$ cat src/rtl/gds_pkg.sv
// Shared types, constants and calendar helper functions for the date stepper.
`default_nettype none
package gds_pkg;

  localparam int DayW   = 5;
  localparam int MonW   = 4;
  localparam int YearW  = 14;
  localparam int CountW = 16;
  localparam int WdayW  = 3;
  localparam int DoyW   = 9;
  localparam int WeekW  = 6;
  localparam int QtrW   = 3;
  localparam int SumW   = 16;
  localparam int Q100W  = 8;

  // Command codes carried on the command bit of an input beat.
  localparam logic CmdLoad = 1'b0;
  localparam logic CmdAdd  = 1'b1;

  localparam logic [DayW-1:0]  ResetDay   = DayW'(1);
  localparam logic [MonW-1:0]  ResetMonth = MonW'(1);
  localparam logic [YearW-1:0] ResetYear  = YearW'(1900);
  localparam logic [YearW-1:0] MinYear    = YearW'(1);
  localparam logic [YearW-1:0] MaxYear    = YearW'(9999);
  localparam logic [MonW-1:0]  January    = MonW'(1);
  localparam logic [MonW-1:0]  February   = MonW'(2);
  localparam logic [MonW-1:0]  December   = MonW'(12);

  // Reciprocal constants: exact for the value ranges used here.
  localparam int Div100Mul   = 5243;
  localparam int Div100Shift = 19;
  localparam int Div7Mul     = 18725;
  localparam int Div7Shift   = 17;

  // Day, month and offset terms of the weekday sum for January 1 (month 13).
  localparam logic [SumW-1:0] JanTerm = SumW'(36);

  typedef enum logic [3:0] {
    DP_IDLE,
    DP_TAKE_LOAD,
    DP_TAKE_ADD,
    DP_DIV,
    DP_LEAP,
    DP_STEP,
    DP_COMMIT,
    DP_RESTORE,
    DP_SUM,
    DP_MOD,
    DP_PUSH
  } gds_op_t;

  typedef enum logic [3:0] {
    S_IDLE,
    S_LEAP_A,
    S_LEAP_B,
    S_CHECK,
    S_WALK,
    S_DIV,
    S_SUM,
    S_MOD,
    S_PUSH
  } gds_state_t;

  typedef struct packed {
    logic load_ok;
    logic rem_zero;
    logic step_roll;
    logic step_oob;
    logic out_busy;
  } gds_stat_t;

  function automatic logic [DayW-1:0] month_len(input logic [MonW-1:0] m, input logic leap);
    logic [DayW-1:0] len;
    if (m == February) begin
      len = leap ? DayW'(29) : DayW'(28);
    end else if (m < MonW'(8)) begin
      len = m[0] ? DayW'(31) : DayW'(30);
    end else begin
      len = m[0] ? DayW'(30) : DayW'(31);
    end
    return len;
  endfunction

  function automatic logic [Q100W-1:0] div100(input logic [YearW-1:0] y);
    logic [YearW+12:0] p;
    p = {13'b0, y} * (YearW+13)'(Div100Mul);
    return p[Div100Shift +: Q100W];
  endfunction

  // y is a leap year; q is y / 100
  function automatic logic leap_of(input logic [YearW-1:0] y, input logic [Q100W-1:0] q);
    logic [YearW-1:0] r;
    r = y - YearW'(q * YearW'(100));
    return (y[1:0] == 2'd0) && ((r != '0) || (q[1:0] == 2'd0));
  endfunction

  function automatic logic [SumW-1:0] div7(input logic [SumW-1:0] x);
    logic [2*SumW:0] p;
    p = {17'b0, x} * (2*SumW+1)'(Div7Mul);
    return SumW'(p >> Div7Shift);
  endfunction

  function automatic logic [WdayW-1:0] mod7(input logic [SumW-1:0] x);
    logic [SumW-1:0] q;
    q = div7(x);
    return WdayW'(x - SumW'(q * SumW'(7)));
  endfunction

  // 3 * (m + 1) / 5 for months 3..14
  function automatic logic [3:0] wd_term(input logic [MonW:0] m);
    logic [3:0] t;
    unique case (m)
      5'd3:           t = 4'd2;
      5'd4, 5'd5:     t = 4'd3;
      5'd6, 5'd7:     t = 4'd4;
      5'd8:           t = 4'd5;
      5'd9, 5'd10:    t = 4'd6;
      5'd11, 5'd12:   t = 4'd7;
      5'd13:          t = 4'd8;
      5'd14:          t = 4'd9;
      default:        t = 4'd0;
    endcase
    return t;
  endfunction

  // days in a common year before the first of month m
  function automatic logic [DoyW-1:0] days_before(input logic [MonW-1:0] m);
    logic [DoyW-1:0] d;
    unique case (m)
      4'd2:    d = DoyW'(31);
      4'd3:    d = DoyW'(59);
      4'd4:    d = DoyW'(90);
      4'd5:    d = DoyW'(120);
      4'd6:    d = DoyW'(151);
      4'd7:    d = DoyW'(181);
      4'd8:    d = DoyW'(212);
      4'd9:    d = DoyW'(243);
      4'd10:   d = DoyW'(273);
      4'd11:   d = DoyW'(304);
      4'd12:   d = DoyW'(334);
      default: d = DoyW'(0);
    endcase
    return d;
  endfunction

  function automatic logic [QtrW-1:0] quarter_of(input logic [MonW-1:0] m);
    logic [QtrW-1:0] q;
    priority if (m <= MonW'(3)) begin
      q = QtrW'(1);
    end else if (m <= MonW'(6)) begin
      q = QtrW'(2);
    end else if (m <= MonW'(9)) begin
      q = QtrW'(3);
    end else begin
      q = QtrW'(4);
    end
    return q;
  endfunction

endpackage
`default_nettype wire

$ cat src/rtl/gds_chan_if.sv
// Valid/ready channel interfaces for command beats and result beats.
`default_nettype none
interface gds_in_if;
  logic                              valid;
  logic                              ready;
  logic                              command;
  logic [gds_pkg::DayW-1:0]          load_day;
  logic [gds_pkg::MonW-1:0]          load_month;
  logic [gds_pkg::YearW-1:0]         load_year;
  logic signed [gds_pkg::CountW-1:0] day_count;

  modport source(output valid, command, load_day, load_month, load_year, day_count,
                 input ready);
  modport sink(input valid, command, load_day, load_month, load_year, day_count,
               output ready);
endinterface

interface gds_out_if;
  logic                        valid;
  logic                        ready;
  logic [gds_pkg::DayW-1:0]    out_day;
  logic [gds_pkg::MonW-1:0]    out_month;
  logic [gds_pkg::YearW-1:0]   out_year;
  logic [gds_pkg::WdayW-1:0]   weekday;
  logic [gds_pkg::DoyW-1:0]    day_of_year;
  logic [gds_pkg::WeekW-1:0]   week_of_year;
  logic [gds_pkg::QtrW-1:0]    quarter;
  logic                        is_leap;
  logic                        rejected;

  modport source(output valid, out_day, out_month, out_year, weekday, day_of_year,
                 week_of_year, quarter, is_leap, rejected, input ready);
  modport sink(input valid, out_day, out_month, out_year, weekday, day_of_year,
               week_of_year, quarter, is_leap, rejected, output ready);
endinterface
`default_nettype wire

$ cat src/rtl/gds_ctrl.sv
// Sequencer: takes command beats and steps the datapath through load, walk and report.
`default_nettype none
module gds_ctrl (
  input  logic               clk,
  input  logic               rst,
  gds_in_if.sink             item,
  input  gds_pkg::gds_stat_t stat,
  output gds_pkg::gds_op_t   op
);

  gds_pkg::gds_state_t state;
  gds_pkg::gds_state_t state_next;
  logic                is_add;
  logic                is_add_next;

  always_ff @(posedge clk) begin
    if (rst) begin
      state  <= gds_pkg::S_IDLE;
      is_add <= 1'b0;
    end else begin
      state  <= state_next;
      is_add <= is_add_next;
    end
  end

  // next state
  always_comb begin
    state_next  = state;
    is_add_next = is_add;
    unique case (state)
      gds_pkg::S_IDLE: begin
        if (item.valid) begin
          state_next  = gds_pkg::S_LEAP_A;
          is_add_next = (item.command == gds_pkg::CmdAdd);
        end
      end
      gds_pkg::S_LEAP_A: state_next = gds_pkg::S_LEAP_B;
      gds_pkg::S_LEAP_B: state_next = is_add ? gds_pkg::S_WALK : gds_pkg::S_CHECK;
      gds_pkg::S_CHECK:  state_next = gds_pkg::S_DIV;
      gds_pkg::S_WALK: begin
        priority if (stat.rem_zero || stat.step_oob) begin
          state_next = gds_pkg::S_DIV;
        end else if (stat.step_roll) begin
          state_next = gds_pkg::S_LEAP_A;
        end else begin
          state_next = gds_pkg::S_WALK;
        end
      end
      gds_pkg::S_DIV:  state_next = gds_pkg::S_SUM;
      gds_pkg::S_SUM:  state_next = gds_pkg::S_MOD;
      gds_pkg::S_MOD:  state_next = gds_pkg::S_PUSH;
      gds_pkg::S_PUSH: begin
        if (!stat.out_busy) begin
          state_next = gds_pkg::S_IDLE;
        end
      end
      default: state_next = gds_pkg::S_IDLE;
    endcase
  end

  // outputs; no beat is taken while reset is held
  always_comb begin
    op         = gds_pkg::DP_IDLE;
    item.ready = 1'b0;
    unique case (state)
      gds_pkg::S_IDLE: begin
        item.ready = !rst;
        if (item.valid && !rst) begin
          op = (item.command == gds_pkg::CmdAdd) ? gds_pkg::DP_TAKE_ADD
                                                 : gds_pkg::DP_TAKE_LOAD;
        end
      end
      gds_pkg::S_LEAP_A: op = gds_pkg::DP_DIV;
      gds_pkg::S_LEAP_B: op = gds_pkg::DP_LEAP;
      gds_pkg::S_CHECK:  op = stat.load_ok ? gds_pkg::DP_COMMIT : gds_pkg::DP_RESTORE;
      gds_pkg::S_WALK: begin
        priority if (stat.rem_zero) begin
          op = gds_pkg::DP_COMMIT;
        end else if (stat.step_oob) begin
          op = gds_pkg::DP_RESTORE;
        end else begin
          op = gds_pkg::DP_STEP;
        end
      end
      gds_pkg::S_DIV:  op = gds_pkg::DP_DIV;
      gds_pkg::S_SUM:  op = gds_pkg::DP_SUM;
      gds_pkg::S_MOD:  op = gds_pkg::DP_MOD;
      gds_pkg::S_PUSH: op = stat.out_busy ? gds_pkg::DP_IDLE : gds_pkg::DP_PUSH;
      default:         op = gds_pkg::DP_IDLE;
    endcase
  end

endmodule
`default_nettype wire

$ cat src/rtl/gds_datapath.sv
// Date registers, month walker, leap and weekday arithmetic, and the result register.
`default_nettype none
module gds_datapath (
  input  logic                              clk,
  input  logic                              rst,
  input  gds_pkg::gds_op_t                  op,
  output gds_pkg::gds_stat_t                stat,
  input  logic [gds_pkg::DayW-1:0]          load_day,
  input  logic [gds_pkg::MonW-1:0]          load_month,
  input  logic [gds_pkg::YearW-1:0]         load_year,
  input  logic signed [gds_pkg::CountW-1:0] day_count,
  gds_out_if.source                         result
);

  // committed date
  logic [gds_pkg::DayW-1:0]          cday;
  logic [gds_pkg::MonW-1:0]          cmonth;
  logic [gds_pkg::YearW-1:0]         cyear;
  // working date
  logic [gds_pkg::DayW-1:0]          wday;
  logic [gds_pkg::MonW-1:0]          wmonth;
  logic [gds_pkg::YearW-1:0]         wyear;
  logic signed [gds_pkg::CountW-1:0] rem;
  logic [gds_pkg::Q100W-1:0]         q100;
  logic [gds_pkg::Q100W-1:0]         qm1;
  logic                              wleap;
  logic                              rej;
  logic [gds_pkg::SumW-1:0]          sum_day;
  logic [gds_pkg::SumW-1:0]          sum_jan;
  logic [gds_pkg::WdayW-1:0]         wkday;
  logic [gds_pkg::WdayW-1:0]         jan1;
  logic [gds_pkg::DoyW-1:0]          doy;
  logic                              ovalid;

  logic [gds_pkg::DayW-1:0]   mlen;
  logic [gds_pkg::DayW-1:0]   d_left;
  logic [gds_pkg::MonW-1:0]   prev_month;
  logic [gds_pkg::DayW-1:0]   prev_len;
  logic                       neg;
  logic [gds_pkg::CountW:0]   nmag;
  logic                       fwd_fits;
  logic                       back_fits;
  logic                       roll;
  logic [gds_pkg::YearW-1:0]  ym1;
  logic                       early;
  logic [gds_pkg::YearW-1:0]  yy;
  logic [gds_pkg::Q100W-1:0]  qq;
  logic [gds_pkg::MonW:0]     mm;
  logic [gds_pkg::SumW-1:0]   wk_idx;
  logic [gds_pkg::SumW-1:0]   wk_q;

  assign mlen       = gds_pkg::month_len(wmonth, wleap);
  assign d_left     = mlen - wday;
  assign prev_month = (wmonth == gds_pkg::January) ? gds_pkg::December
                                                   : wmonth - gds_pkg::MonW'(1);
  assign prev_len   = gds_pkg::month_len(prev_month, wleap);
  assign neg        = rem[gds_pkg::CountW-1];
  assign nmag       = (gds_pkg::CountW+1)'(-$signed({rem[gds_pkg::CountW-1], rem}));
  assign fwd_fits   = !neg && (gds_pkg::CountW'(rem) <= gds_pkg::CountW'(d_left));
  assign back_fits  = nmag < (gds_pkg::CountW+1)'(wday);
  assign roll       = neg ? (!back_fits && wmonth == gds_pkg::January)
                          : (!fwd_fits && wmonth == gds_pkg::December);

  assign stat.rem_zero  = (rem == '0);
  assign stat.step_roll = roll;
  assign stat.step_oob  = roll && (neg ? (wyear == gds_pkg::MinYear)
                                       : (wyear == gds_pkg::MaxYear));
  assign stat.load_ok   = (wyear >= gds_pkg::MinYear) && (wyear <= gds_pkg::MaxYear) &&
                          (wmonth >= gds_pkg::January) && (wmonth <= gds_pkg::December) &&
                          (wday != '0) && (wday <= mlen);
  assign stat.out_busy  = ovalid && !result.ready;

  // January and February count as months 13 and 14 of the year before
  assign ym1   = wyear - gds_pkg::YearW'(1);
  assign early = (wmonth <= gds_pkg::February);
  assign yy    = early ? ym1 : wyear;
  assign qq    = early ? qm1 : q100;
  assign mm    = early ? ({1'b0, wmonth} + (gds_pkg::MonW+1)'(12)) : {1'b0, wmonth};

  assign wk_idx = gds_pkg::SumW'(doy) - gds_pkg::SumW'(1) + gds_pkg::SumW'(jan1);
  assign wk_q   = gds_pkg::div7(wk_idx);

  // committed date
  always_ff @(posedge clk) begin
    if (rst) begin
      cday   <= gds_pkg::ResetDay;
      cmonth <= gds_pkg::ResetMonth;
      cyear  <= gds_pkg::ResetYear;
    end else if (op == gds_pkg::DP_COMMIT) begin
      cday   <= wday;
      cmonth <= wmonth;
      cyear  <= wyear;
    end
  end

  // working date and arithmetic
  always_ff @(posedge clk) begin
    unique case (op)
      gds_pkg::DP_TAKE_LOAD: begin
        wday   <= load_day;
        wmonth <= load_month;
        wyear  <= load_year;
        rem    <= '0;
        rej    <= 1'b0;
      end
      gds_pkg::DP_TAKE_ADD: begin
        wday   <= cday;
        wmonth <= cmonth;
        wyear  <= cyear;
        rem    <= day_count;
        rej    <= 1'b0;
      end
      gds_pkg::DP_DIV: begin
        q100 <= gds_pkg::div100(wyear);
        qm1  <= gds_pkg::div100(ym1);
      end
      gds_pkg::DP_LEAP: wleap <= gds_pkg::leap_of(wyear, q100);
      gds_pkg::DP_STEP: begin
        if (!neg) begin
          if (fwd_fits) begin
            wday <= wday + gds_pkg::DayW'(rem);
            rem  <= '0;
          end else begin
            rem  <= rem - $signed(gds_pkg::CountW'(d_left)) - gds_pkg::CountW'(1);
            wday <= gds_pkg::DayW'(1);
            if (wmonth == gds_pkg::December) begin
              wmonth <= gds_pkg::January;
              wyear  <= wyear + gds_pkg::YearW'(1);
            end else begin
              wmonth <= wmonth + gds_pkg::MonW'(1);
            end
          end
        end else begin
          if (back_fits) begin
            wday <= wday - gds_pkg::DayW'(nmag);
            rem  <= '0;
          end else begin
            rem    <= rem + $signed(gds_pkg::CountW'(wday));
            wday   <= prev_len;
            wmonth <= prev_month;
            if (wmonth == gds_pkg::January) begin
              wyear <= ym1;
            end
          end
        end
      end
      gds_pkg::DP_RESTORE: begin
        wday   <= cday;
        wmonth <= cmonth;
        wyear  <= cyear;
        rem    <= '0;
        rej    <= 1'b1;
      end
      gds_pkg::DP_SUM: begin
        wleap   <= gds_pkg::leap_of(wyear, q100);
        sum_day <= gds_pkg::SumW'(wday) + gds_pkg::SumW'({mm, 1'b0}) +
                   gds_pkg::SumW'(gds_pkg::wd_term(mm)) + gds_pkg::SumW'(yy) +
                   gds_pkg::SumW'(yy >> 2) - gds_pkg::SumW'(qq) +
                   gds_pkg::SumW'(qq >> 2) + gds_pkg::SumW'(1);
        sum_jan <= gds_pkg::SumW'(ym1) + gds_pkg::SumW'(ym1 >> 2) - gds_pkg::SumW'(qm1) +
                   gds_pkg::SumW'(qm1 >> 2) + gds_pkg::JanTerm;
      end
      gds_pkg::DP_MOD: begin
        wkday <= gds_pkg::mod7(sum_day);
        jan1  <= gds_pkg::mod7(sum_jan);
        doy   <= gds_pkg::days_before(wmonth) + gds_pkg::DoyW'(wday) +
                 gds_pkg::DoyW'(wleap && (wmonth > gds_pkg::February));
      end
      default: begin
      end
    endcase
  end

  // result register
  always_ff @(posedge clk) begin
    if (rst) begin
      ovalid <= 1'b0;
    end else if (op == gds_pkg::DP_PUSH) begin
      ovalid <= 1'b1;
    end else if (result.ready) begin
      ovalid <= 1'b0;
    end
  end

  always_ff @(posedge clk) begin
    if (op == gds_pkg::DP_PUSH) begin
      result.out_day      <= cday;
      result.out_month    <= cmonth;
      result.out_year     <= cyear;
      result.weekday      <= wkday;
      result.day_of_year  <= doy;
      result.week_of_year <= gds_pkg::WeekW'(wk_q + gds_pkg::SumW'(1));
      result.quarter      <= gds_pkg::quarter_of(cmonth);
      result.is_leap      <= wleap;
      result.rejected     <= rej;
    end
  end

  assign result.valid = ovalid;

`ifndef SYNTHESIS
  a_cur_date_valid: assert property (@(posedge clk) disable iff (rst)
    (cmonth >= gds_pkg::January) && (cmonth <= gds_pkg::December) && (cday != '0) &&
    (cyear >= gds_pkg::MinYear) && (cyear <= gds_pkg::MaxYear))
    else $error("committed date out of range");

  a_restore_copies: assert property (@(posedge clk) disable iff (rst)
    (op == gds_pkg::DP_RESTORE) |=> (wday == cday) && (wmonth == cmonth) && (wyear == cyear))
    else $error("restore did not return working date to committed date");

  a_fwd_walk_sign: assert property (@(posedge clk) disable iff (rst)
    (op == gds_pkg::DP_STEP) && !rem[gds_pkg::CountW-1] |=> !rem[gds_pkg::CountW-1])
    else $error("forward walk overshot the day count");
`endif

endmodule
`default_nettype wire

$ cat src/rtl/gregorian_date_stepper.sv
// Top level of the Gregorian date stepper: sequencer plus datapath.
`default_nettype none
// Holds one Gregorian date (reset: 1900-01-01). Each command beat yields exactly one
// result beat. command 0 loads load_day/load_month/load_year if it is a real date in
// years 1..9999, else the date stays and rejected is set. command 1 adds the signed
// day_count; if the result would leave 0001-01-01..9999-12-31 the date stays and
// rejected is set. Every result carries the current date with weekday (0 = Sunday),
// day of year, Sunday-started week number, quarter and leap flag. The block takes one
// beat at a time. An add walks one month per cycle through a month-length compare and
// subtract, pausing at each year crossed to recompute the leap flag. The next beat can
// be taken in the same cycle as the result goes valid. The result sits in an output
// register; the next command is accepted while it waits, and the block stalls only
// when a new result is ready and the old one has not been taken. No beat is taken
// while rst is high.
module gregorian_date_stepper (
  input  logic       clk,
  input  logic       rst,
  gds_in_if.sink     item,
  gds_out_if.source  result
);

  gds_pkg::gds_op_t   op;    // datapath command from the sequencer
  gds_pkg::gds_stat_t stat;  // walk and check status back to the sequencer

  gds_ctrl u_ctrl (
    .clk  (clk),
    .rst  (rst),
    .item (item),
    .stat (stat),
    .op   (op)
  );

  gds_datapath u_datapath (
    .clk        (clk),
    .rst        (rst),
    .op         (op),
    .stat       (stat),
    .load_day   (item.load_day),
    .load_month (item.load_month),
    .load_year  (item.load_year),
    .day_count  (item.day_count),
    .result     (result)
  );

endmodule
`default_nettype wire

$ cat src/flat_wrapper.sv
// flat-port wrapper written by rule: the top's interface ports become plain ports
module gregorian_date_stepper_flat 
  (clk, rst, item_valid, item_command, item_load_day, item_load_month, item_load_year, item_day_count, item_ready, result_valid, result_out_day, result_out_month, result_out_year, result_weekday, result_day_of_year, result_week_of_year, result_quarter, result_is_leap, result_rejected, result_ready);
  gds_in_if item_i ();
  gds_out_if result_i ();
  input  logic clk;
  input  logic rst;
  input wire logic [$bits(item_i.valid)-1:0] item_valid;
  input wire logic [$bits(item_i.command)-1:0] item_command;
  input wire logic [$bits(item_i.load_day)-1:0] item_load_day;
  input wire logic [$bits(item_i.load_month)-1:0] item_load_month;
  input wire logic [$bits(item_i.load_year)-1:0] item_load_year;
  input wire logic [$bits(item_i.day_count)-1:0] item_day_count;
  output wire logic [$bits(item_i.ready)-1:0] item_ready;
  output wire logic [$bits(result_i.valid)-1:0] result_valid;
  output wire logic [$bits(result_i.out_day)-1:0] result_out_day;
  output wire logic [$bits(result_i.out_month)-1:0] result_out_month;
  output wire logic [$bits(result_i.out_year)-1:0] result_out_year;
  output wire logic [$bits(result_i.weekday)-1:0] result_weekday;
  output wire logic [$bits(result_i.day_of_year)-1:0] result_day_of_year;
  output wire logic [$bits(result_i.week_of_year)-1:0] result_week_of_year;
  output wire logic [$bits(result_i.quarter)-1:0] result_quarter;
  output wire logic [$bits(result_i.is_leap)-1:0] result_is_leap;
  output wire logic [$bits(result_i.rejected)-1:0] result_rejected;
  input wire logic [$bits(result_i.ready)-1:0] result_ready;
  assign item_i.valid = item_valid;
  assign item_i.command = item_command;
  assign item_i.load_day = item_load_day;
  assign item_i.load_month = item_load_month;
  assign item_i.load_year = item_load_year;
  assign item_i.day_count = item_day_count;
  assign item_ready = item_i.ready;
  assign result_valid = result_i.valid;
  assign result_out_day = result_i.out_day;
  assign result_out_month = result_i.out_month;
  assign result_out_year = result_i.out_year;
  assign result_weekday = result_i.weekday;
  assign result_day_of_year = result_i.day_of_year;
  assign result_week_of_year = result_i.week_of_year;
  assign result_quarter = result_i.quarter;
  assign result_is_leap = result_i.is_leap;
  assign result_rejected = result_i.rejected;
  assign result_i.ready = result_ready;
  gregorian_date_stepper u_core (.clk(clk), .rst(rst), .item(item_i), .result(result_i));
endmodule
$ cat config.mk
export PLATFORM = sky130hd
export DESIGN_NAME = gregorian_date_stepper_flat
export DESIGN_NICKNAME = d
export VERILOG_FILES = /design/src/rtl/gds_pkg.sv /design/src/rtl/gds_chan_if.sv /design/src/rtl/gds_ctrl.sv /design/src/rtl/gds_datapath.sv /design/src/rtl/gregorian_date_stepper.sv /design/src/flat_wrapper.sv
export SDC_FILE = /design/constraint.sdc
export NUM_CORES = 1
export LEC_CHECK = 0
export ABC_AREA = 1
export BUFFER_PORTS_ARGS = -buffer_cell sky130_fd_sc_hd__buf_2
export CAP_MARGIN = 5
export CORE_UTILIZATION = 65
export DETAILED_ROUTE_END_ITERATION = 7
export PLACE_DENSITY_LB_ADDON = 0.15
export SYNTH_ARGS = -nofsm -noshare
export SYNTH_HDL_FRONTEND = slang
export SYNTH_HIERARCHICAL = 1
export SYNTH_SLANG_ARGS = --single-unit
$ cat constraint.sdc
create_clock -name clk -period 9.85 [get_ports clk]
set_input_delay 1.4775 -clock clk [delete_from_list [all_inputs] [get_ports clk]]
set_output_delay 1.4775 -clock clk [all_outputs]
set_load 0.01 [all_outputs]
# After elaboration in Yosys (flattened, before gate mapping)
# Memory sizes are Yosys's and may differ from the RTL's. A register that Yosys moved wholly into a read port is not among the register bits.
# Index checks and enable logic that the tools add are counted.
# Widths: inputs -> output; s select.
[classes]
n_addsub = 31
multipliers = 8
n_lt_le_gt_ge = 14
n_eq_ne = 30
n_mux = 57
n_reduce_logical = 40
[ops]
columns = ["op", "n"]
rows = [
  ["$mux 14", 6],
  ["$mul 16x15->31 const B", 2],
  ["$mul 14x13->27 const B", 2],
  ["$add 16x6->16", 3],
  ["$mux 16", 3],
  ["$pmux 16 s3", 1],
  ["$mux 4", 11],
  ["$pmux 14 s3", 1],
  ["$pmux 4 s9", 1],
  ["$eq 4x3->1 const B", 8],
  ["$pmux 4 s8", 1],
  ["$mux 5", 6],
  ["$mul 14x3->3 const B", 2],
  ["$eq 4x2->1 const B", 6],
  ["$mul 16x15->23 const B", 1],
  ["$eq 4x4->1 const B", 5],
  ["$lt 17x5->1", 1],
  ["$neg 16->17", 1],
  ["$add 15x12->16", 1],
  ["$add 16x1->16 const B", 1],
  ["$add 16x6->16 const B", 1],
  ["$le 16x5->1", 1],
  ["$logic_not 16->1", 1],
  ["$sub 15x8->16", 1],
  ["other kinds (57)", 113],
]
[totals]
register_bits = 179
mem_bits_ro = 208
input_bits = 44
wordCells = 211
mem_count = 2
[memory_table]
columns = ["name", "depth", "word_bits", "rd", "rd_clocked_by_memory_dff", "wr", "line_no", "text"]
rows = [
  ["(no name shown)", 16, 9, 1, 1, 0, "gds_pkg.sv:129", "unique case (m)"],
  ["(no name shown)", 16, 4, 1, 0, 0, "gds_pkg.sv:112", "unique case (m)"],
]

# Depth between registers and ports, before layout
# Gate-level depths: netlist (run 1).
[depth]
ltp_word = 21
ltp_mapped = 38

# By module
# Netlist (run 1), hierarchy kept.
[modules_own_cells]
columns = ["mod", "n_inst", "cells_per_inst", "area_per_inst_um2", "seq_area_each_um2"]
rows = [
  ["gds_datapath", 1, 3127, 28054.4, 5165.0],
  ["gds_ctrl", 1, 65, 396.6, 100.1],
]

# Least setup slack after synthesis (run 1)
# Ideal clock, no wire load.
[synth_path]
kind = "reg2reg"
start = "reg u_core/u_datapath/wyear[2] (netlist name)"
end = "reg u_core/u_datapath/qm1[5] (netlist name), data pin"
setup_ns = 0.262
t_arrival_ns = 6.195
slack_ns = 3.392
stages_incl_launch_ff = 24
path_buffers = 0
period_less_slack_ns = 6.458
path_cell_list = "edfxtp_1 -> inv_1 -> ha_1 -> inv_1 -> nor2_1 -> nand2_1 -> a21boi_0 -> o21ai_0 -> a21boi_0 -> xor2_1 -> fa_1 -> ha_1 -> fa_1 -> fa_1 -> fa_1 -> ha_1 -> nand2_1 -> nor4_1 -> nand4_1 -> o21ai_0 -> a21oi_1 -> o21ai_0 -> a21oi_1 -> xor2_1"
[synth_via]
elab_chain_cells = 2
[synth_rtl]
columns = ["item", "line_no", "text"]
rows = [
  ["start, declared", "gds_datapath.sv:22", "logic [gds_pkg::YearW-1:0] wyear;"],
  ["start signal, assigned", "gds_datapath.sv:102", "wyear <= load_year;"],
  ["start signal, assigned", "gds_datapath.sv:109", "wyear <= cyear;"],
  ["start signal, assigned", "gds_datapath.sv:128", "wyear <= wyear + gds_pkg::YearW'(1);"],
  ["$sub 14x1->14", "gds_datapath.sv:74", "assign ym1 = wyear - gds_pkg::YearW'(1);"],
  ["$mul 14x13->27", "gds_pkg.sv:86", "p = {13'b0, y} * (YearW+13)'(Div100Mul);"],
  ["end signal, assigned", "gds_datapath.sv:115", "qm1 <= gds_pkg::div100(ym1);"],
  ["end, declared", "gds_datapath.sv:25", "logic [gds_pkg::Q100W-1:0] qm1;"],
]
# Every way passes these cells.
# A chain may end at the register's enable or synchronous reset.

# Worst setup path after layout (run 1)
# Ends and elaborated chain as after synthesis.

==> out/qor.tcl, run 1 <==
set qor(outcome) {complete, no violations}
set qor(synth_sequential_area_ratio_pct) 18.5
set qor(wl_met1_um) 30100
set qor(cts_hold_buf) 0
set qor(clk_pin_slew_ps) 70
set qor(total_i_o_pin_count) 92
set qor(fraction_of_registers_with_async_set_or_reset_after_synthesis_pct) 0
set qor(detail_route.wirelength_um) 72000
set qor(biggest_area_consumer_among_synthesized_cells) {sky130_fd_sc_hd__ha_1}
set qor(synthDistinctLibCells) 55
set qor(insertedDiodeCount) 0
set qor(drt_pre_antenna_iters) 8
set qor(dominant_combinational_cell_family_by_area_after_synthesis) {adder cells}
set qor(detail_route.iter0.violations) 1416
set qor(die_ht_um) 211
set qor(hold_viol) 0
set qor(setup.worst_path.end_class) {flip-flop}
set qor(holdCritPathClass) {flip-flop to flip-flop}
set qor(synth_top_flop_cell) {sky130_fd_sc_hd__edfxtp_1}
set qor(design.core.area_sq_mm) 0.0431
set qor(syn_warnings) 6
set qor(synth_area_sq_mm) 0.0285
set qor(via_count) 22100
set qor(setup_viol_count_final) 0
set qor(cts-htree-levels) 4
set qor(synth_commonest_cells) {sky130_fd_sc_hd__inv_1, sky130_fd_sc_hd__ha_1, sky130_fd_sc_hd__nand2_1}
set qor(route.detailed.drc) 0
set qor(fp-row-count) 76
set qor(cts_inserted_buffers) 17
set qor(worstPathArrival_ps) 8030
set qor(final_min_period_over_clock_period_pct) 79.3
set qor(cp_max_fo) 9
set qor(route.met3.wl_um) 4290
set qor(routed_via_count_divided_by_cell_count) 5.69
set qor(cp_required_ps) 10070
set qor(yosys.area_share.xor_xnor_pct) 5.42
set qor(global_route_wire_length_before_repair_um) 117000
set qor(post_synth_fa_ha_maj_area_fraction_pct) 45.7
set qor(synthSimpleGateAreaFrac_pct) 11.6
set qor(syn_avg_cell_area_sq_um) 8.91
set qor(wl_per_cell_um) 18.5
set qor(maxUsedRoutingLayer) {met4}
set qor(yosys-top-cells-area) {sky130_fd_sc_hd__ha_1, sky130_fd_sc_hd__fa_1, sky130_fd_sc_hd__edfxtp_1, sky130_fd_sc_hd__inv_1, sky130_fd_sc_hd__nand2_1}
set qor(sum_of_overflow_across_all_layers_after_global_routing) 0
set qor(yosys_register_bits) 188
set qor(cts_buffer_depth) 2
set qor(cts_sinks) 188
set qor(synth_enable_flop_cells) 150
set qor(max_cap_violations) 0
set qor(r2r_slack_ps) 2040
set qor(initial_utilization_pct) 66.0
set qor(slew_headroom_pct) 20.6
set qor(pin_count_of_the_biggest_net_entering_global_routing) 36
set qor(dr_wl_met2_um) 33900
set qor(synth_compound_gate_area_share_pct) 9.02
set qor(worst_pin_slew_ps) 1190
set qor(insertion_delay_ps) 490
set qor(worstSetupPathType) {flip-flop to flip-flop}
set qor(tns_ps) 0
set qor(post_cts_resize_count) 0
set qor(postCtsSetupRepairBufs) 0
set qor(io_buffer_count) 91
set qor(synth_fp_nets) 4119
set qor(die-width_um) 211
set qor(crit_path_start_kind) {flip-flop}
set qor(hpwl_um) 60600
set qor(grt_use_total_pct) 34.0
set qor(total_die_area_sq_mm) 0.0446
set qor(rsz0062_at_grt) {false}
set qor(drt.antenna.violating_nets) 0
set qor(grt_antenna_before_repair) 0
set qor(synth.most_common_cell) {sky130_fd_sc_hd__inv_1}
set qor(final_net_count) 4213
set qor(gpl.final_weighted_congestion) 0.953
set qor(share_of_cells_above_drive_strength_1_pct) 5.27
set qor(finClkSkew_ps) 16.9
set qor(timing_max_transition_violations_final) 0
set qor(period_minus_slack_ps) 7810
set qor(cts_root_buf) {sky130_fd_sc_hd__clkbuf_16}
set qor(synth.area.mux_share_pct) 0.0704
set qor(flow.area_growth_from_synthesis_pct) 6.10
set qor(cell_count_after_synthesis) 3192
set qor(cts_tree) {yes}
set qor(timing.fmax_mhz) 128
set qor(post-synth-top-area-fraction_pct) 27.3
set qor(grt_pass1_vias) 22900
[cells by family after synthesis]
family,Yosys count
compound gates,455
xor+xnor,176
fa+ha+maj,883
buf+inv,725
flops,188
mux,2
simple gates,763
[worst paths after layout]
path | start | to | depth (start not counted)
max | u_core/u_datapath/wyear[2]$_DFFE_PP_ | u_core/u_datapath/qm1[5]$_DFFE_PN_ | 21
min | u_core/u_datapath/wkday[0]$_DFFE_PN_ | u_core/u_datapath/result.weekday[0]$_DFFE_PP_ | 0
min reg2reg | u_core/u_datapath/wkday[0]$_DFFE_PN_ | u_core/u_datapath/result.weekday[0]$_DFFE_PP_ | 0
max reg2reg | u_core/u_datapath/wyear[2]$_DFFE_PP_ | u_core/u_datapath/qm1[5]$_DFFE_PN_ | 21
[worst max-delay path, stage by stage (launching register included)]
cell                       delay [ps]
sky130_fd_sc_hd__edfxtp_1         540
sky130_fd_sc_hd__inv_1            310
sky130_fd_sc_hd__ha_1             210
sky130_fd_sc_hd__inv_1             40
sky130_fd_sc_hd__nor2_1           140
sky130_fd_sc_hd__nand2_1          120
sky130_fd_sc_hd__a21boi_0         420
sky130_fd_sc_hd__o21ai_0          220
sky130_fd_sc_hd__a21boi_0         330
sky130_fd_sc_hd__xor2_1           950
sky130_fd_sc_hd__fa_1             570
sky130_fd_sc_hd__ha_1             310
sky130_fd_sc_hd__fa_1             470
sky130_fd_sc_hd__fa_1             520
sky130_fd_sc_hd__fa_1             430
sky130_fd_sc_hd__ha_1             320
sky130_fd_sc_hd__nand2_1          120
sky130_fd_sc_hd__nor4_1           380
sky130_fd_sc_hd__nand4_1          150
sky130_fd_sc_hd__o21ai_0          610
sky130_fd_sc_hd__a21oi_1          170
sky130_fd_sc_hd__xor2_1           190
[per-stage QoR]
stage,util [%],hold slack (ps),cells,setup WS [ps],cell area (sq um)
4_1_cts,70.1,422,3884,2080,30200
6_report,70.1,422,3884,2040,30200
5_1_grt,70.1,434,3884,1540,30200
3_3_place_gp,68.8,412,3852,2330,29600
3_5_place_dp,68.8,406,3852,2140,29600
2_1_floorplan,-,400,3192,3390,28500
[layer usage]
metal / GRT usage (%) / up-vias
met2: 56.7 / 806
met3: 6.04 / 229
met1: 42.6 / 10400
met4: 16.6 / 0
met5: 0 / -
li1: - / 10600
[flip-flops by register name, summed over array words and instances, names as in the netlist, 5 cells and up, named ones only]
| register | count |
|---|---|
| u_core/u_datapath/sum_jan | 16 |
| u_core/u_datapath/result.out_year | 14 |
| u_core/u_datapath/wday | 5 |
| u_core/u_datapath/result.out_day | 5 |
| u_core/u_datapath/sum_day | 16 |
| u_core/u_datapath/wyear | 14 |
| u_core/u_datapath/doy | 9 |
| u_core/u_datapath/result.day_of_year | 9 |
| u_core/u_datapath/result.week_of_year | 6 |
| u_core/u_datapath/qm1 | 8 |
| u_core/u_datapath/cday | 5 |
| u_core/u_datapath/rem | 16 |
| u_core/u_datapath/cyear | 14 |
| u_core/u_datapath/q100 | 8 |
[final cells by class]
type                    count  area, sq um
multi-input cells        2279        20500
fillers                  3448        12900
flip-flops and latches    188         5270
inverters                 696         2610
well taps                 585          732
repair buffers            104          553
clock buffers              20          457
clock inverters            12          114
[cell usage in the layout, fill, tap and decap left out, types with 51 or more instances in the layout]
| master | Yosys | final |
|---|---|---|
| sky130_fd_sc_hd__xor2_1 | 125 | 125 |
| sky130_fd_sc_hd__nand3_1 | 109 | 109 |
| sky130_fd_sc_hd__buf_2 | 4 | 91 |
| sky130_fd_sc_hd__ha_1 | 621 | 621 |
| sky130_fd_sc_hd__inv_1 | 686 | 686 |
| sky130_fd_sc_hd__a21oi_1 | 193 | 193 |
| sky130_fd_sc_hd__nor2_1 | 130 | 128 |
| sky130_fd_sc_hd__nand2_1 | 417 | 417 |
| sky130_fd_sc_hd__xnor2_1 | 51 | 51 |
| sky130_fd_sc_hd__o21ai_0 | 153 | 153 |
| sky130_fd_sc_hd__fa_1 | 262 | 262 |
| sky130_fd_sc_hd__edfxtp_1 | 150 | 150 |
Power of run 1 is not shown: default switching activity piles up to over one toggle a cycle in this logic, so the estimate is an artifact.
==> run 2: changes to the inputs <==
--- a/config.mk
+++ b/config.mk
@@ -5,7 +5,7 @@
 export SDC_FILE = /design/constraint.sdc
 export NUM_CORES = 1
 export LEC_CHECK = 0
-export ABC_AREA = 1
+export ABC_AREA = 0
 export BUFFER_PORTS_ARGS = -buffer_cell sky130_fd_sc_hd__buf_2
 export CAP_MARGIN = 5
 export CORE_UTILIZATION = 65
==> constraint.sdc (replaced) <==
create_clock -name clk -period 7.6 [get_ports clk]
set_input_delay 1.14 -clock clk [delete_from_list [all_inputs] [get_ports clk]]
set_output_delay 1.14 -clock clk [all_outputs]
set_load 0.01 [all_outputs]
==> out/qor.tcl, run 2 <==
set qor(yosys_register_bits) 188
set qor(r2r_slack_ps) 320
set qor(max_cap_violations) 0
set qor(layout.core_utilization_pct) 70.6
set qor(sequential_cell_area_sq_mm) 0.00527
set qor(setup.worst_path.end_class) {flip-flop}
set qor(via_count) 20300
set qor(synth.most_common_cell) {sky130_fd_sc_hd__ha_1}
set qor(setup_viol_count_final) 0
set qor(die-width_um) 209
set qor(critPathMaxStageDelay_ps) 530
set qor(final_net_count) 3810
set qor(io_buffer_count) 91
set qor(crit-reg2reg-capture) {u_core/u_datapath/qm1[7]$_DFFE_PN_}
set qor(worstPathArrival_ps) 7490
set qor(multi_input_comb_area_sq_mm) 0.0202
set qor(yosys-top-cells-area) {sky130_fd_sc_hd__ha_1, sky130_fd_sc_hd__fa_1, sky130_fd_sc_hd__edfxtp_1, sky130_fd_sc_hd__inv_1, sky130_fd_sc_hd__xnor2_1}
set qor(finClkSkew_ps) 17.0
set qor(drt_pre_antenna_iters) 6
set qor(syn_avg_cell_area_sq_um) 10.0
set qor(cts_sinks) 188
set qor(insertion_delay_ps) 460
set qor(holdCritPathClass) {flip-flop to flip-flop}
set qor(design.core.area_sq_mm) 0.0420
set qor(initial_utilization_pct) 66.1
set qor(timing.hold.worst.start) {u_core/u_datapath/wkday[1]$_DFFE_PN_}
set qor(timing.rr.start) {u_core/u_datapath/wyear[3]$_DFFE_PP_}
set qor(worst_slack_ps) 317
set qor(whs_endpoint) {u_core/u_datapath/result.weekday[1]$_DFFE_PP_}
set qor(fp-row-count) 75
set qor(grt_antenna_before_repair) 0
set qor(grt_pass1_vias) 21600
set qor(synth_commonest_cells) {sky130_fd_sc_hd__ha_1, sky130_fd_sc_hd__inv_1, sky130_fd_sc_hd__fa_1}
set qor(rsz0062_at_grt) {false}
set qor(placement.setup.worst_slack_ps) 390
set qor(total_i_o_pin_count) 92
set qor(synthDistinctLibCells) 91
set qor(sum_of_overflow_across_all_layers_after_global_routing) 0
set qor(cts_inserted_buffers) 17
set qor(wl_per_cell_um) 19.0
set qor(synth_area_sq_mm) 0.0278
set qor(crit_top_cell) {sky130_fd_sc_hd__fa_1}
set qor(cts_hold_buf) 0
set qor(post-synth-top-area-fraction_pct) 28.0
set qor(cts-htree-levels) 4
set qor(worstSetupPathType) {flip-flop to flip-flop}
set qor(fin_cells) 3435
set qor(share_of_cells_above_drive_strength_1_pct) 8.08
set qor(timing.fmax_mhz) 137
set qor(cp_max_fo) 6
set qor(cts_root_buf) {sky130_fd_sc_hd__clkbuf_16}
set qor(timing_max_transition_violations_final) 0
set qor(route.detailed.drc) 0
set qor(period_minus_slack_ps) 7280
set qor(final_min_period_over_clock_period_pct) 95.8
set qor(dpl.cell_count) 3401
set qor(synth_sequential_area_ratio_pct) 18.9
set qor(gpl.final_weighted_congestion) 0.950
set qor(cell_count_after_synthesis) 2780
set qor(synth_fp_nets) 3707
set qor(slew_headroom_pct) 32.5
set qor(cp_required_ps) 7810
set qor(hpwl_um) 54300
set qor(synth_top_flop_cell) {sky130_fd_sc_hd__edfxtp_1}
set qor(drt.antenna.violating_nets) 0
set qor(outcome) {complete, no violations}
set qor(slowest_stage) {sky130_fd_sc_hd__fa_1}
set qor(clk_pin_slew_ps) 80
set qor(synth_enable_flop_cells) 150
set qor(final.fill_count) 3212
set qor(crit_path_start_kind) {flip-flop}
set qor(cts_buffer_depth) 2
set qor(pin_count_of_the_biggest_net_entering_global_routing) 44
set qor(commonest_non_fill_non_tap_cells_in_the_layout) {sky130_fd_sc_hd__ha_1, sky130_fd_sc_hd__inv_1, sky130_fd_sc_hd__fa_1}
set qor(total_die_area_sq_mm) 0.0436
set qor(fraction_of_registers_with_async_set_or_reset_after_synthesis_pct) 0
set qor(layout.cells.most_common) {sky130_fd_sc_hd__ha_1}
set qor(grt_use_total_pct) 31.3
set qor(detail_route.wirelength_um) 65300
set qor(biggestRegsByFlops) {u_core/u_datapath/rem x16, u_core/u_datapath/sum_day x16, u_core/u_datapath/sum_jan x16}
set qor(flow.area_growth_from_synthesis_pct) 6.84
set qor(routed_via_count_divided_by_cell_count) 5.92
set qor(die_ht_um) 209
set qor(tns_ps) 0
set qor(crit_family) {adder cells}
set qor(worst_r2r_path_depth) 25
set qor(detail_route.iter0.violations) 1352
set qor(insertedDiodeCount) 0
set qor(hold_viol) 0
set qor(global_route_wire_length_before_repair_um) 108000
set qor(hold_path_depth) 0
set qor(biggest_area_consumer_among_synthesized_cells) {sky130_fd_sc_hd__ha_1}
set qor(worst_pin_slew_ps) 1010
set qor(crit_buf_inv) 3
set qor(syn_warnings) 6
set qor(cts_tree) {yes}
==> run 2: logic make-up (layout without fill, tap and decap cells) <==
logic type / after synthesis / in the layout / synth area share (%)
flops: 188 / 188 / 18.9
compound gates: 420 / 420 / 10.2
buf+inv: 621 / 737 / 8.59
simple gates: 444 / 444 / 8.22
xor+xnor: 197 / 197 / 6.21
mux: 27 / 27 / 1.04
fa+ha+maj: 883 / 883 / 46.8
==> run 2: final cells by class <==
| class | instances | share of cell area, % |
|---|---|---|
| inverter | 554 | 7.00 |
| multi-input combinational | 1971 | 68.0 |
| clock inverter | 14 | 0.518 |
| tap | 539 | 2.27 |
| sequential | 188 | 17.7 |
| timing repair buffer | 151 | 3.05 |
| clock buffer | 18 | 1.45 |
==> run 2: metal layers <==
layer | GRT usage (%) | wire length (um)
met3 | 3.20 | 3240
met1 | 40.2 | 27600
met4 | 12.8 | 2450
met2 | 54.2 | 32000
met5 | 0 | 0
==> run 2: worst max-delay path by stage <==
| stage | slack [ps] | to | start | cells after the start |
|---|---|---|---|---|
| after CTS | 360 | u_core/u_datapath/qm1[7]$_DFFE_PN_ | u_core/u_datapath/wyear[3]$_DFFE_PP_ | 25 |
| after floorplan | 140 | u_core/u_datapath/qm1[7]$_DFFE_PN_ | u_core/u_datapath/wyear[0]$_DFFE_PP_ | 23 |
| after global routing | 30 | u_core/u_datapath/result.week_of_year[4]$_DFFE_PP_ | u_core/u_datapath/doy[0]$_DFFE_PN_ | 30 |
| after detailed placement | 390 | u_core/u_datapath/result.week_of_year[4]$_DFFE_PP_ | u_core/u_datapath/doy[0]$_DFFE_PN_ | 30 |
| after global placement | 540 | u_core/u_datapath/result.week_of_year[4]$_DFFE_PP_ | u_core/u_datapath/doy[0]$_DFFE_PN_ | 28 |
| final | 320 | u_core/u_datapath/qm1[7]$_DFFE_PN_ | u_core/u_datapath/wyear[3]$_DFFE_PP_ | 25 |
==> run 2: through the flow <==
step | hold WS [ps] | instance area (sq um)
6_report | 427 | 29700
5_1_grt | 431 | 29700
4_1_cts | 429 | 29700
3_5_place_dp | 410 | 29100
3_3_place_gp | 405 | 29100
2_1_floorplan | 400 | 27800
==> run 2: what timing repair did <==
| item | 4_1_cts | 5_1_grt |
|---|---|---|
| gates resized for setup | 0 | 4 |
| buffers inserted | 0 | 2 |
| endpoints found under the setup margin | 0 | 1 |
Power of run 2 is left out for the same reason.
